$ cat config.mk
export PLATFORM = sky130hd
export DESIGN_NAME = qpp_code_walk
export DESIGN_NICKNAME = d
export VERILOG_FILES = /design/src/qpp_pkg.sv /design/src/qpp_code_walk.sv
export SDC_FILE = /design/constraint.sdc
export NUM_CORES = 1
export LEC_CHECK = 0
export BUFFER_PORTS_ARGS = -buffer_cell sky130_fd_sc_hd__buf_2
export CORE_MARGIN = 4
export CORE_UTILIZATION = 45
export CTS_CLUSTER_DIAMETER = 40
export DETAILED_ROUTE_END_ITERATION = 7
export PLACE_DENSITY_LB_ADDON = 0.3
export SLEW_MARGIN = 20
export SYNTH_ARGS = -nofsm -noshare
export SYNTH_HDL_FRONTEND = slang
export SYNTH_SLANG_ARGS = --single-unit
$ cat constraint.sdc
create_clock -name i_clk -period 17.9 [get_ports i_clk]
set_input_delay 0.895 -clock i_clk [delete_from_list [all_inputs] [get_ports i_clk]]
set_output_delay 0.895 -clock i_clk [all_outputs]
set_load 0.02 [all_outputs]
$ cat src/qpp_pkg.sv
// Shared types, constants and code tables for the quadtree path painter.
`timescale 1ns / 1ps

package qpp_pkg;

    localparam int QPP_MAX_SIDE = 64;

    localparam int CODE_W       = 14;
    localparam int ROW_IN_W     = 6;
    localparam int BITS_W       = 64;
    localparam int SIDE_LOG2_W  = 3;

    localparam logic [SIDE_LOG2_W-1:0] SIDE_LOG2_RESET = 3'd6;

    // base-5 digit split: q = (x * DIV_RECIP) >> DIV_SH is exact for 14-bit x
    localparam int DIGIT_BASE = 5;
    localparam int DIV_SH     = 16;
    localparam int DIV_RECIP  = (1 << DIV_SH) / DIGIT_BASE + 1;

    localparam logic [1:0] MODE_CLEAR = 2'd0;
    localparam logic [1:0] MODE_PAINT = 2'd1;
    localparam logic [1:0] MODE_READ  = 2'd2;
    localparam logic [1:0] MODE_NONE  = 2'd3;

    localparam logic [1:0] ST_OK         = 2'd0;
    localparam logic [1:0] ST_ZERO_DIGIT = 2'd1;
    localparam logic [1:0] ST_TOO_DEEP   = 2'd2;

    // quadrant offsets, indexed by digit - 1
    localparam logic [3:0] QUAD_ROW_OFF = 4'b1100;
    localparam logic [3:0] QUAD_COL_OFF = 4'b1010;

    typedef struct packed {
        logic [1:0]          mode;
        logic [CODE_W-1:0]   code;
        logic [ROW_IN_W-1:0] row;
    } t_in;

    typedef struct packed {
        logic [1:0]        status;
        logic [BITS_W-1:0] row_bits;
    } t_out;

    typedef struct packed {
        logic done;
        logic zero_err;
        logic too_deep;
    } t_walk_flags;

    typedef struct packed {
        logic rd_en;
        logic we;
        logic clr;
    } t_mem_ctl;

endpackage

$ cat src/qpp_code_walk.sv
// Iterative base-5 node code walker: one digit per cycle, tracks square origin and size.
`timescale 1ns / 1ps

module qpp_code_walk #(
    parameter int MAX_SIDE = qpp_pkg::QPP_MAX_SIDE
) (
    input  logic                            i_clk,
    input  logic                            i_rst_n,
    input  logic                            i_start,
    input  logic [qpp_pkg::CODE_W-1:0]      i_code,
    input  logic [$clog2(MAX_SIDE+1)-1:0]   i_side,
    output qpp_pkg::t_walk_flags            o_flags,
    output logic [$clog2(MAX_SIDE+1)-1:0]   o_row,
    output logic [$clog2(MAX_SIDE+1)-1:0]   o_col,
    output logic [$clog2(MAX_SIDE+1)-1:0]   o_len
);

    localparam int SIDE_W = $clog2(MAX_SIDE+1);
    localparam int PROD_W = qpp_pkg::CODE_W + qpp_pkg::DIV_SH;

    logic                       r_busy;
    logic [qpp_pkg::CODE_W-1:0] r_rest;
    logic [SIDE_W-1:0]          r_len;
    logic [SIDE_W-1:0]          r_row;
    logic [SIDE_W-1:0]          r_col;
    logic                       r_zero;
    logic                       r_deep;

    logic [PROD_W-1:0]          prod;
    logic [qpp_pkg::CODE_W-1:0] quot;
    logic [qpp_pkg::CODE_W-1:0] rem;
    logic [2:0]                 digit;
    logic [1:0]                 quad;
    logic [SIDE_W-1:0]          half;

    always_comb begin
        prod  = PROD_W'(r_rest) * PROD_W'(qpp_pkg::DIV_RECIP);
        quot  = qpp_pkg::CODE_W'(prod >> qpp_pkg::DIV_SH);
        rem   = r_rest - (quot << 2) - quot;
        digit = rem[2:0];
        quad  = 2'(digit - 3'd1);
        half  = r_len >> 1;
    end

    always_ff @(posedge i_clk) begin
        if (!i_rst_n) begin
            r_busy <= 1'b0;
        end else if (i_start) begin
            r_busy <= 1'b1;
        end else if (r_busy && (r_rest == '0)) begin
            r_busy <= 1'b0;
        end
    end

    always_ff @(posedge i_clk) begin
        if (i_start) begin
            r_rest <= i_code;
            r_len  <= i_side;
            r_row  <= '0;
            r_col  <= '0;
            r_zero <= 1'b0;
            r_deep <= 1'b0;
        end else if (r_busy && (r_rest != '0)) begin
            r_rest <= quot;
            if (digit == 3'd0) begin
                r_zero <= 1'b1;
            end else begin
                // square shrinks to nothing: code is deeper than the image
                r_len <= half;
                if (half == '0) begin
                    r_deep <= 1'b1;
                end
                r_row <= r_row + (qpp_pkg::QUAD_ROW_OFF[quad] ? half : '0);
                r_col <= r_col + (qpp_pkg::QUAD_COL_OFF[quad] ? half : '0);
            end
        end
    end

    assign o_flags.done     = r_busy && (r_rest == '0);
    assign o_flags.zero_err = r_zero;
    assign o_flags.too_deep = r_deep;
    assign o_row            = r_row;
    assign o_col            = r_col;
    assign o_len            = r_len;

endmodule

==> flow_summary_export.csv <==
group,metric,value,unit
yosys,synth_nets,788,
route,drcViolationCount,0,
clock_tree,postCtsResizedCells,0,
clock_tree,holdBufCountCts,0,
timing,worstMarginPinSlew,925,ps
timing,relSlewSlack,38.3,%
floorplanning,die_h,119,µm
timing,fmax,0.132,GHz
timing,fin_tns_setup,0,ps
yosys,synth_seq_cells,38,
grt,top_usage_layer,"met2",
grt,grt_pass1_vias,4305,
route,ant_nets,0,
place,placed_cells,794,
setup_path,path_depth,30,
setup_path,critical_path_required,18070,ps
floorplanning,num_rows,40,
setup_path,crit_fanout,10,
grt,antenna_found_initial,0,
clock_tree,cts_tree,"built",
floorplanning,fp.dieW,119,µm
setup_path,critPathBufInv,4,
clock_tree,postCtsSetupRepairBufs,0,
grt,overflow,0,
clock_tree,clk_latency,280,ps
grt,met2_usage,30.2,%
place,port_buffers,47,
yosys,synth_top_area_share,27.1,%
floorplanning,io_pins,48,
final_layout,final_core_util,51.0,%
yosys,synth_most_common_cell,"inv_1",
setup_path,cp_common_cell,"ha_1",
setup_path,cp_data_arrival_time,7750,ps
clock_tree,cts_max_level,2,
timing,drv_slew,0,
grt,grt_max_degree,53,
clock_tree,cts.sinks,38,
yosys,synth_cells,594,
grt,gr-usage-met3,2.18,%
hold_path,min_path_type,"reg -> reg",
floorplanning,start_util,46.2,%
yosys,yosys-top-cells-count,"124 x inv_1, 121 x ha_1, 49 x fa_1",
timing,hold_viol_final,0,
yosys,ys_top_cells_by_area,"ha_1 27%, fa_1 18%, edfxtp_1 11%",
timing,post-route-period-util,42.4,%
yosys,synth_ff_type,"edfxtp_1",
final_layout,area_growth_syn_to_layout,10.4,%
final_layout,finalNonFillerCells,802,
final_layout,fillCellCount,1180,
setup_path,ff2ff_path_depth,30,
setup_path,end_kind,"flip-flop",
yosys,yosys.cell_types.count,51,
clock_tree,cts-buffers-inserted,5,
yosys,ys_warn_count,0,
setup_path,rr_startpoint,"r_rest[1]",
grt,use_met1,22.4,%
setup_path,cp_top_family,"adder cells",
setup_path,critical_path.max_stage_delay,570,ps
route,wl_per_cell,14.9,µm
route,routed_wl,11.9,mm
grt,grt_pass1_wl,20.1,mm
setup_path,crit_path_start_kind,"flip-flop",
grt,grt_usage,17.1,%
place,dp_hpwl,9.84,mm
timing,setup_violations,0,
final_layout,drive_gt1_share,11.7,%
timing,rsz0062_at_grt,"no",
floorplanning,die_area,0.0143,mm²
route,drt_iter0_markers,128,
final_layout,antenna_cells,0,
yosys,async_flop_share,0,%
timing,timing.final.crit_period,7580,ps
yosys,yosysSeqAreaShare,17.4,%
place,routabilityCongestion,0.858,
route,detail_route.first_pass.iterations,4,
setup_path,r2r_end,"o_row[5]",
clock_tree,cts.path.max_buffers,2,
yosys,avgSynthCellArea,9.42,µm²
floorplanning,core,0.0121,mm²
status,status,"finished, final reports clean",
route,vias,4135,
setup_path,cpMaxStageDelayCell,"edfxtp_1",
setup_path,rrSetupSlack,10320,ps
setup_path,crit_type,"reg -> reg",
flow_run,max_cap_violations,0,
hold_path,min_from,"r_deep",
yosys,synth-edff-count,21,
hold_path,holdPathEnd,"r_deep",
clock_tree,cts.clk_slew.worst_paths,60,ps
timing,fin_worst_skew,3.52,ps
yosys,synth.largest_area_cell,"ha_1",
yosys,synth_area,0.00559,mm²
final_layout,nets,827,
clock_tree,clockRootBuffer,"clkbuf_16",
hold_path,holdPathStages,1,
route,drt-vias-per-instance,5.16,
registers in the layout (all words and copies together), names as in the netlist:
name,count
o_col,7
o_len,7
o_row,7
r_busy,1
r_deep,1
r_rest,14
r_zero,1
worst reg2reg max path, delay by kind of cell (launching register included):
kind                       cells  cell delay [ps]
xor gates and xnor gates       3              460
DFF                            1              570
and+or+nand+nor                4              540
adders and majority gates     11             4150
buffers and inverters          4              190
AOI/OAI and AO/OA              8             1570
how the worst max path moves through the flow:
stage,from,to,slack [ps]
global route,r_rest[1],o_row[5],9810
detailed placement,r_rest[1],o_row[5],10340
finish,r_rest[1],o_row[5],10320
CTS,r_rest[1],o_row[5],10290
global placement,r_rest[1],o_row[5],10500
floorplan,r_rest[1],o_row[5],10790
final cells by class:
cell class | count | area (µm²) | share of cell area [%]
flip-flops and latches | 38 | 971 | 15.7
clock inverters | 3 | 68.8 | 1.11
repair buffers | 50 | 258 | 4.18
inverters | 124 | 465 | 7.54
multi-input cells | 414 | 4070 | 66.0
clock buffers | 5 | 125 | 2.03
well taps | 168 | 210 | 3.41
placed cells by master, fill, tap and decap left out, types with 11 or more instances in the layout:
cell type and instances:
fa_1 49, ha_1 121, buf_2 47, nand2_1 34, a21oi_1 21, nor2_1 18, inv_1 124, o21ai_0 14
nor2b_1 13, edfxtp_1 21, xnor2_1 11, dfxtp_1 17, and2_1 11
metrics by stage:
| stage | worst slack [ps] | instance area (µm²) | hold slack [ps] |
|---|---|---|---|
| 3_5_place_dp | 10340 | 5980 | 453 |
| 2_1_floorplan | 10790 | 5590 | 442 |
| 3_3_place_gp | 10500 | 5980 | 446 |
| 6_report | 10320 | 6170 | 470 |
| 5_1_grt | 9810 | 6170 | 501 |
| 4_1_cts | 10290 | 6170 | 476 |
kinds of logic (layout without fill, tap and decap cells):
group                    after synthesis  after routing  synth area share [%]
AO/OA/AOI/OAI                         85             85                  10.8
flip-flops                            38             38                  17.4
multiplexers                           9              9                  1.77
adder cells (fa/ha/maj)              170            170                  44.6
buffers and inverters                142            182                  10.0
AND/OR/NAND/NOR                      127            127                  11.7
XOR/XNOR                              23             23                  3.85
metal layers:
layer	up-vias	wire length (µm)	part of all wire [%]
met2	60	6050	51
li1	2065	-	-
met4	0	192	1.6
met3	14	322	2.7
met5	-	0	0
met1	1996	5380	45
Power is not shown: default switching activity piles up to over one toggle a cycle in this logic, so the estimate is an artifact.
